File: src/rtl/pfde_pkg.sv
// ----------------------------------------------------------------------------
// pfde_pkg
// Shared types, constants and letter helpers for the Playfair digraph
// encipher block (5x5 square; Q is left out of the fill letters).
// ----------------------------------------------------------------------------
package pfde_pkg;

  localparam int SqCells   = 25;
  localparam int SqSide    = 5;
  localparam int LetterCnt = 26;
  localparam int CodeW     = 5;

  localparam logic [CodeW-1:0] PadCode   = 5'd23;   // X
  localparam logic [CodeW-1:0] NonLetter = 5'd31;
  localparam logic [CodeW-1:0] QCode     = 5'd16;
  localparam logic [6:0]       AsciiA    = 7'd65;
  localparam logic [7:0]       AsciiSpc  = 8'h20;

  typedef enum logic [1:0] {
    OP_KEY     = 2'd0,
    OP_KEY_END = 2'd1,
    OP_MSG     = 2'd2,
    OP_MSG_END = 2'd3
  } op_e;

  typedef struct packed {
    logic             en;
    logic [CodeW-1:0] slot;
    logic [CodeW-1:0] letter;
  } sq_wr_t;

  typedef struct packed {
    logic [CodeW-1:0] pos_a;
    logic [CodeW-1:0] pos_b;
    logic [CodeW-1:0] cell_a;
    logic [CodeW-1:0] cell_b;
  } sq_rd_t;

  function automatic logic [CodeW-1:0] sym_code(input logic [7:0] b);
    logic [7:0] d;
    d = 8'(b - 8'h41);
    if (b >= 8'h41 && b <= 8'h5A) return d[CodeW-1:0];
    d = 8'(b - 8'h61);
    if (b >= 8'h61 && b <= 8'h7A) return d[CodeW-1:0];
    return NonLetter;
  endfunction

  // alphabet order with Q left out
  function automatic logic [CodeW-1:0] fill_letter(input logic [CodeW-1:0] idx);
    return (idx < QCode) ? idx : CodeW'(idx + 5'd1);
  endfunction

  function automatic logic [2:0] row_of(input logic [CodeW-1:0] k);
    if (k < CodeW'(SqSide))     return 3'd0;
    if (k < CodeW'(2 * SqSide)) return 3'd1;
    if (k < CodeW'(3 * SqSide)) return 3'd2;
    if (k < CodeW'(4 * SqSide)) return 3'd3;
    return 3'd4;
  endfunction

endpackage

File: src/rtl/pfde_store.sv
// ----------------------------------------------------------------------------
// pfde_store
// Square memory (cell -> letter) and position memory (letter -> cell).
// One write port each, two registered read ports each.
// ----------------------------------------------------------------------------
module pfde_store (
  input  logic                        clk_i,
  input  pfde_pkg::sq_wr_t            wr_i,
  input  pfde_pkg::sq_rd_t            rd_i,
  output logic [pfde_pkg::CodeW-1:0]  pos_a_o,
  output logic [pfde_pkg::CodeW-1:0]  pos_b_o,
  output logic [pfde_pkg::CodeW-1:0]  let_a_o,
  output logic [pfde_pkg::CodeW-1:0]  let_b_o
);

  logic [pfde_pkg::CodeW-1:0] sq_mem  [pfde_pkg::SqCells];
  logic [pfde_pkg::CodeW-1:0] pos_mem [pfde_pkg::LetterCnt];

  always_ff @(posedge clk_i) begin
    if (wr_i.en) begin
      sq_mem[wr_i.slot]    <= wr_i.letter;
      pos_mem[wr_i.letter] <= wr_i.slot;
    end
  end

  always_ff @(posedge clk_i) begin
    pos_a_o <= pos_mem[rd_i.pos_a];
    pos_b_o <= pos_mem[rd_i.pos_b];
    let_a_o <= sq_mem[rd_i.cell_a];
    let_b_o <= sq_mem[rd_i.cell_b];
  end

endmodule

File: src/rtl/playfair_digraph_encipher_top.sv
// ----------------------------------------------------------------------------
// playfair_digraph_encipher_top
// Playfair digraph encipher: builds the square from key bytes, pairs message
// letters and emits enciphered pairs.
//
// channel  dir  tdata                      tuser
// s_axis   in   [7:0] char_in              [1:0] operation
// m_axis   out  [6:0] first, [13:7] second [0] bad_symbol
//
// Key byte: written to the memories in the same cycle it is accepted.
// End of key: one fill letter per cycle through the memories, present ones skipped.
// Pair result: accept, position read, square read, output load, in that order,
// set by the two dependent memory reads; a flagged pair goes straight to the load.
// Output register holds one word; a pair waits in the load state while it
// is occupied. Reset clears control state, present bits and fill count.
// ----------------------------------------------------------------------------
module playfair_digraph_encipher_top (
  input  logic        clk_i,
  input  logic        rst_ni,
  input  logic        s_axis_tvalid,
  output logic        s_axis_tready,
  input  logic [7:0]  s_axis_tdata,   // [7:0] char_in
  input  logic [1:0]  s_axis_tuser,   // [1:0] operation
  output logic        m_axis_tvalid,
  input  logic        m_axis_tready,
  output logic [15:0] m_axis_tdata,   // [6:0] first_letter, [13:7] second_letter
  output logic        m_axis_tuser    // [0] bad_symbol
);

  localparam int CW = pfde_pkg::CodeW;

  localparam logic [2:0] ST_IDLE  = 3'd0;
  localparam logic [2:0] ST_FILL  = 3'd1;
  localparam logic [2:0] ST_RDPOS = 3'd2;
  localparam logic [2:0] ST_RDSQ  = 3'd3;
  localparam logic [2:0] ST_EMIT  = 3'd4;

  logic [2:0]  state_q, state_d;
  logic [CW-1:0] fill_q, fill_d;
  logic [CW-1:0] idx_q, idx_d;
  logic [pfde_pkg::LetterCnt-1:0] present_q, present_d;
  logic [CW-1:0] pend_q, pend_d;
  logic        pend_vld_q, pend_vld_d;
  logic [CW-1:0] pa_q, pa_d, pb_q, pb_d;
  logic [6:0]  res_first_q, res_first_d, res_second_q, res_second_d;
  logic        res_bad_q, res_bad_d;
  logic        out_vld_q, out_vld_d;
  logic [6:0]  out_first_q, out_second_q;
  logic        out_bad_q;
  logic        out_load;

  logic [31:0] present_ext;
  logic        sq_full;
  logic        in_fire;
  pfde_pkg::op_e op;
  logic [CW-1:0] code, place_code;
  logic        place_en;

  pfde_pkg::sq_wr_t wr;
  pfde_pkg::sq_rd_t rd;
  logic [CW-1:0] k0, k1, let_a, let_b;

  logic [2:0]  r0, r1, c0, c1;
  logic [CW-1:0] base0, base1, o0, o1;

  pfde_store u_store (
    .clk_i   (clk_i),
    .wr_i    (wr),
    .rd_i    (rd),
    .pos_a_o (k0),
    .pos_b_o (k1),
    .let_a_o (let_a),
    .let_b_o (let_b)
  );

  assign present_ext = {{(32 - pfde_pkg::LetterCnt){1'b0}}, present_q};
  assign sq_full     = (fill_q == CW'(pfde_pkg::SqCells));
  assign in_fire     = s_axis_tvalid && s_axis_tready;
  assign op          = pfde_pkg::op_e'(s_axis_tuser);
  assign code        = pfde_pkg::sym_code(s_axis_tdata);

  // cell arithmetic on the positions read back
  always_comb begin
    r0    = pfde_pkg::row_of(k0);
    r1    = pfde_pkg::row_of(k1);
    base0 = CW'({r0, 2'b00}) + CW'(r0);
    base1 = CW'({r1, 2'b00}) + CW'(r1);
    c0    = 3'(k0 - base0);
    c1    = 3'(k1 - base1);
    if (r0 == r1) begin
      o0 = base0 + ((c0 == 3'(pfde_pkg::SqSide - 1)) ? '0 : CW'(c0 + 3'd1));
      o1 = base1 + ((c1 == 3'(pfde_pkg::SqSide - 1)) ? '0 : CW'(c1 + 3'd1));
    end else if (c0 == c1) begin
      o0 = (k0 >= CW'(pfde_pkg::SqCells - pfde_pkg::SqSide)) ?
           CW'(k0 - CW'(pfde_pkg::SqCells - pfde_pkg::SqSide)) :
           CW'(k0 + CW'(pfde_pkg::SqSide));
      o1 = (k1 >= CW'(pfde_pkg::SqCells - pfde_pkg::SqSide)) ?
           CW'(k1 - CW'(pfde_pkg::SqCells - pfde_pkg::SqSide)) :
           CW'(k1 + CW'(pfde_pkg::SqSide));
    end else begin
      o0 = base0 + CW'(c1);
      o1 = base1 + CW'(c0);
    end
  end

  assign rd.pos_a  = pa_d;
  assign rd.pos_b  = pb_d;
  assign rd.cell_a = o0;
  assign rd.cell_b = o1;

  always_comb begin
    place_en   = 1'b0;
    place_code = code;
    if (state_q == ST_FILL) begin
      place_code = pfde_pkg::fill_letter(idx_q);
      place_en   = 1'b1;
    end else if (in_fire && op == pfde_pkg::OP_KEY) begin
      place_en   = (code < CW'(pfde_pkg::LetterCnt));
    end
    place_en = place_en && !sq_full && !present_ext[place_code];
  end

  assign wr.en     = place_en;
  assign wr.slot   = fill_q;
  assign wr.letter = place_code;

  always_comb begin
    logic          start;
    logic [CW-1:0] a, b;
    start        = 1'b0;
    a            = pend_q;
    b            = pfde_pkg::PadCode;
    state_d      = state_q;
    fill_d       = fill_q;
    idx_d        = idx_q;
    present_d    = present_q;
    pend_d       = pend_q;
    pend_vld_d   = pend_vld_q;
    pa_d         = pa_q;
    pb_d         = pb_q;
    res_first_d  = res_first_q;
    res_second_d = res_second_q;
    res_bad_d    = res_bad_q;
    out_load     = 1'b0;

    if (place_en) begin
      fill_d                = CW'(fill_q + 5'd1);
      present_d[place_code] = 1'b1;
    end

    unique case (state_q)
      ST_IDLE: begin
        if (in_fire) begin
          unique case (op)
            pfde_pkg::OP_KEY: ;
            pfde_pkg::OP_KEY_END: begin
              idx_d   = '0;
              state_d = ST_FILL;
            end
            pfde_pkg::OP_MSG: begin
              if (s_axis_tdata != pfde_pkg::AsciiSpc) begin
                if (!pend_vld_q) begin
                  pend_d     = code;
                  pend_vld_d = 1'b1;
                end else begin
                  start = 1'b1;
                  if (code != pend_q) begin
                    b          = code;
                    pend_vld_d = 1'b0;
                  end
                end
              end
            end
            pfde_pkg::OP_MSG_END: begin
              if (pend_vld_q) begin
                start      = 1'b1;
                pend_vld_d = 1'b0;
              end
            end
            default: ;
          endcase
        end
        if (start) begin
          pa_d = a;
          pb_d = b;
          if (sq_full && present_ext[a] && present_ext[b]) begin
            state_d = ST_RDPOS;
          end else begin
            res_first_d  = '0;
            res_second_d = '0;
            res_bad_d    = 1'b1;
            state_d      = ST_EMIT;
          end
        end
      end
      ST_FILL: begin
        idx_d = CW'(idx_q + 5'd1);
        if (idx_q == CW'(pfde_pkg::SqCells - 1) || sq_full) begin
          state_d = ST_IDLE;
        end
      end
      ST_RDPOS: state_d = ST_RDSQ;
      ST_RDSQ: begin
        res_first_d  = 7'(let_a) + pfde_pkg::AsciiA;
        res_second_d = 7'(let_b) + pfde_pkg::AsciiA;
        res_bad_d    = 1'b0;
        state_d      = ST_EMIT;
      end
      ST_EMIT: begin
        if (!out_vld_q || m_axis_tready) begin
          out_load = 1'b1;
          state_d  = ST_IDLE;
        end
      end
      default: state_d = ST_IDLE;
    endcase
  end

  assign out_vld_d = out_load ? 1'b1 : (m_axis_tready ? 1'b0 : out_vld_q);

  always_ff @(posedge clk_i or negedge rst_ni) begin
    if (!rst_ni) begin
      state_q    <= ST_IDLE;
      fill_q     <= '0;
      idx_q      <= '0;
      present_q  <= '0;
      pend_q     <= '0;
      pend_vld_q <= 1'b0;
      out_vld_q  <= 1'b0;
    end else begin
      state_q    <= state_d;
      fill_q     <= fill_d;
      idx_q      <= idx_d;
      present_q  <= present_d;
      pend_q     <= pend_d;
      pend_vld_q <= pend_vld_d;
      out_vld_q  <= out_vld_d;
    end
  end

  always_ff @(posedge clk_i) begin
    pa_q         <= pa_d;
    pb_q         <= pb_d;
    res_first_q  <= res_first_d;
    res_second_q <= res_second_d;
    res_bad_q    <= res_bad_d;
    if (out_load) begin
      out_first_q  <= res_first_q;
      out_second_q <= res_second_q;
      out_bad_q    <= res_bad_q;
    end
  end

  assign s_axis_tready = (state_q == ST_IDLE);
  assign m_axis_tvalid = out_vld_q;
  assign m_axis_tdata  = {2'b00, out_second_q, out_first_q};
  assign m_axis_tuser  = out_bad_q;

`ifndef NO_ASSERTIONS
  a_fill_bound: assert property (@(posedge clk_i) disable iff (!rst_ni)
    fill_q <= CW'(pfde_pkg::SqCells))
    else $error("fill count beyond square size");

  a_fill_done: assert property (@(posedge clk_i) disable iff (!rst_ni)
    (state_q == ST_FILL && state_d == ST_IDLE) |=> fill_q == CW'(pfde_pkg::SqCells))
    else $error("square not full after end of key");

  a_pos_read_ok: assert property (@(posedge clk_i) disable iff (!rst_ni)
    state_q == ST_RDPOS |-> (present_ext[pa_q] && present_ext[pb_q] && sq_full))
    else $error("position read of a letter not in the square");

  a_no_overwrite: assert property (@(posedge clk_i) disable iff (!rst_ni)
    out_load |-> (!out_vld_q || m_axis_tready))
    else $error("output word overwritten before taken");

  a_bad_zero: assert property (@(posedge clk_i) disable iff (!rst_ni)
    (m_axis_tvalid && m_axis_tuser) |-> m_axis_tdata == 16'd0)
    else $error("flagged pair carries letters");
`endif

endmodule
File: config.mk
export PLATFORM = sky130hd
export DESIGN_NAME = playfair_digraph_encipher_top
export DESIGN_NICKNAME = d
export VERILOG_FILES = /design/src/rtl/pfde_pkg.sv /design/src/rtl/pfde_store.sv /design/src/rtl/playfair_digraph_encipher_top.sv
export SDC_FILE = /design/constraint.sdc
export NUM_CORES = 1
export LEC_CHECK = 0
export ABC_AREA = 1
export ABC_CLOCK_PERIOD_IN_PS = 4200
export BUFFER_PORTS_ARGS = -buffer_cell sky130_fd_sc_hd__clkbuf_2
export CORE_MARGIN = 2
export CORE_UTILIZATION = 59
export CTS_BUF_LIST = sky130_fd_sc_hd__clkbuf_4
export DETAILED_ROUTE_END_ITERATION = 10
export PLACE_DENSITY = 0.78
export SLEW_MARGIN = 30
export SYNTH_ARGS = -nofsm -noshare
export SYNTH_HDL_FRONTEND = slang
export SYNTH_SLANG_ARGS = --single-unit
export TNS_END_PERCENT = 30
File: constraint.sdc
create_clock -name clk_i -period 4.2 [get_ports clk_i]
set_clock_uncertainty 0.2 [all_clocks]
set_input_delay 0.63 -clock clk_i [delete_from_list [all_inputs] [get_ports clk_i]]
set_output_delay 0.63 -clock clk_i [all_outputs]
set_load 0.005 [all_outputs]
==> flow_summary.yaml <==
global_route:
  antenna_found_initial: 1
  grt_pass1_vias: 16411
  grt_max_degree: 48
  overflow: 0
  grt_busiest_layer: "met2"
  globalRouteMet3Util: 0.08002
  grt_pass1_wl_um: 87980
  grt_usage: 0.3348
  grt_util_met1: 0.4574
  grtUsageMet2: 0.5149
place:
  place_congestion: 0.9754
  io_buffers: 30
  dp_hpwl_um: 38940
finish:
  nNetsFinal: 2389
  final_cell_mix: "nand2_1, edfxtp_1, nand3_1, nor2_1, inv_1"
  fillCellCount: 2543
  final_core_util: 0.6928
  multi_input_area_um2: 8163
  final_common_cell: "nand2_1"
  area_delta_synth_final_pct: 15.85
  register_area_um2: 10260
  drive_gt1_frac: 0.1917
cts:
  clk_pin_slew_ns: 0.07
  htree_levels: 3
  cts_tree: "done"
  clockRootBuffer: "clkbuf_4"
  cts_max_path_buffers: 3
  cts_buffers: 88
  clock_sinks: 359
  clock_latency_ns: 0.77
yosys:
  synth_top_cell_area_share: 0.4368
  yosysWarnings: 0
  synth-seq-cells: 359
  synthTopCellsByArea: "edfxtp_1, nand2_1, o211ai_1, dfrtp_1, nand3_1"
  synth_largest_area_cell: "edfxtp_1"
  synth-edff-count: 283
  async_flop_share: 0.1281
  synth_area_per_cell_um2: 9.020
  synth_ff_type: "edfxtp_1"
  synthCells: 2157
  ys_types: 51
  synth-seq-area-share: 0.5268
  syn_area_um2: 19460
critical_path:
  endpoint_kind: "flip-flop"
  cp_data_arrival_time_ns: 4.62
  reg2reg_slack_ns: 0.04
  worstSetupPathType: "flip-flop to flip-flop"
  crit_fanout: 7
  required_ns: 4.66
  start_kind: "flip-flop"
die:
  coreArea_um2: 32540
  dieArea_um2: 34450
  ios: 33
  rows: 66
  dieWidth_um: 185.6
  start_util: 0.5980
  dieHeight_um: 185.6
sta:
  fin_setup_tns_ns: 0
  fin_hold_ws_ns: 0.09730
  max_freq_mhz: 240.5
  finalMaxSlewViolations: 0
  setup_viol: 0
  slew_headroom: 0.4749
  post-route-period-util: 0.9902
  worst_slew_pin_slew_ns: 0.7794
  hold_viol: 0
  min_period_ns: 4.159
  rsz0062_at_grt: "yes"
detailed_routing:
  avgViaCountPerCell: 6.128
  wire_per_inst_um: 20.37
  drt_drc_violations_left: 0
  vias: 17416
  firstDrtPassIters: 6
  routed_wirelength_um: 57900
  drt_iter0_markers: 2446
  drtAntennaViolNets: 0
outcome:
  outcome: "finished clean"
min_path:
  min_path_type: "input pin to flip-flop"
run:
  maxCapViolations: 0
-- final cells by class --
class	count	area share
flip-flops and latches	359	0.4553
multi-input cells	1482	0.3621
repair buffers	186	0.06700
clock buffers	136	0.04530
inverters	209	0.03586
well taps	442	0.02454
clock inverters	26	0.009381
repair inverters	1	0.0003331
diodes	1	0.0001110
-- layer usage --
metal,vias up,share of wire
met5,-,0
met4,0,0.034
met3,163,0.12
met2,1145,0.45
met1,8178,0.40
li1,7930,-
-- state kept, by name, summed over array words and instances, names as in the netlist, 6 cells and up --
name,count
u_store.pos_mem,130
u_store.sq_mem,125
present_q,26
out_first_q,7
res_first_q,7
out_second_q,6
res_second_q,6
-- Yosys cell counts (2+ instances only) --
cell / instances
nand2_1: 463
edfxtp_1: 283
nand3_1: 217
nor2_1: 199
inv_1: 183
o211ai_1: 161
o21ai_0: 151
buf_2: 56
dfrtp_1: 46
ha_1: 42
clkbuf_1: 38
a21oi_1: 34
o221ai_1: 34
dfxtp_1: 30
inv_2: 20
or2_2: 20
o21ai_1: 18
nand4_1: 17
xor2_1: 15
buf_4: 12
or2_0: 12
nor3_1: 10
xnor2_1: 10
nand2_2: 8
clkinv_1: 6
fa_1: 6
o21ai_2: 6
o21bai_1: 6
and2_1: 5
nand3_2: 5
o21a_1: 5
nor2_2: 4
nor4_1: 4
o2111ai_1: 4
a22oi_1: 3
nor2_4: 3
a31oi_1: 2
a41oi_1: 2
buf_1: 2
o22ai_1: 2
o31ai_1: 2
xnor2_2: 2
-- cell families after synthesis --
group                      synth area share
AOI/OAI and AO/OA                    0.1451
adders and majority gates           0.03318
xor gates and xnor gates            0.01293
and+or+nand+nor                      0.2141
buffers and inverters               0.06765
other                             0.0001927
DFF                                  0.5268
-- per-stage QoR --
step                setup WS [ns]  instances  instance area [um2]
finish                    0.04113       2842                22540
global route              -0.1173       2842                22540
CTS                     0.0007403       2819                22070
detailed placement        -0.1679       2653                20760
global placement         -0.03109       2653                20760
floorplan                 0.04991       2158                19460
-- worst max-delay path: stages, from the launching register on --
cell      delay (ns)
dfxtp_4         0.36
inv_2           0.07
a21oi_2         0.06
or2_1           0.25
inv_1           0.07
nand2_1         0.04
nand2_1         0.08
ha_2            0.17
inv_2           0.04
fa_1            0.58
buf_6           0.13
xor2_1          0.17
a21oi_1         0.07
nand2_2         0.10
buf_4           0.17
nand2_1         0.10
nand3_4         0.13
buf_4           0.16
nand2_4         0.09
buf_4           0.17
buf_4           0.13
o211ai_1        0.25
nand3_1         0.13
nand3_1         0.11
nand3_1         0.08
and2_1          0.16
-- path summary, 6_finish.rpt --
| kind | to | depth (start not counted) | startpoint |
|---|---|---|---|
| setup / recovery | u_store.let_b_o[4]$_DFF_P_ | 25 | u_store.pos_b_o[2]$_DFF_P_ |
| hold / removal | idx_q[3]$_DFFE_PN0P_ | 5 | s_axis_tuser[1] |
| setup reg to reg | u_store.let_b_o[4]$_DFF_P_ | 25 | u_store.pos_b_o[2]$_DFF_P_ |
| hold reg to reg | out_first_q[5]$_DFFE_PP_ | 0 | res_first_q[5]$_SDFFCE_PN0P_ |
| max in group asynchronous | fill_q[1]$_DFFE_PN0P_ | 3 | rst_ni |
| min in group asynchronous | pend_q[0]$_DFFE_PN0P_ | 3 | rst_ni |
-- timing repair --
action,CTS,global route
endpoints found under the hold margin,49,0
setup buffers,1,19
cloned,0,3
pin swaps,1,28
gates resized for setup,9,82
hold buffers,3,0
endpoints found under the setup margin,10,10
Power is not shown: default switching activity piles up to over one toggle a cycle in this logic, so the estimate is an artifact.
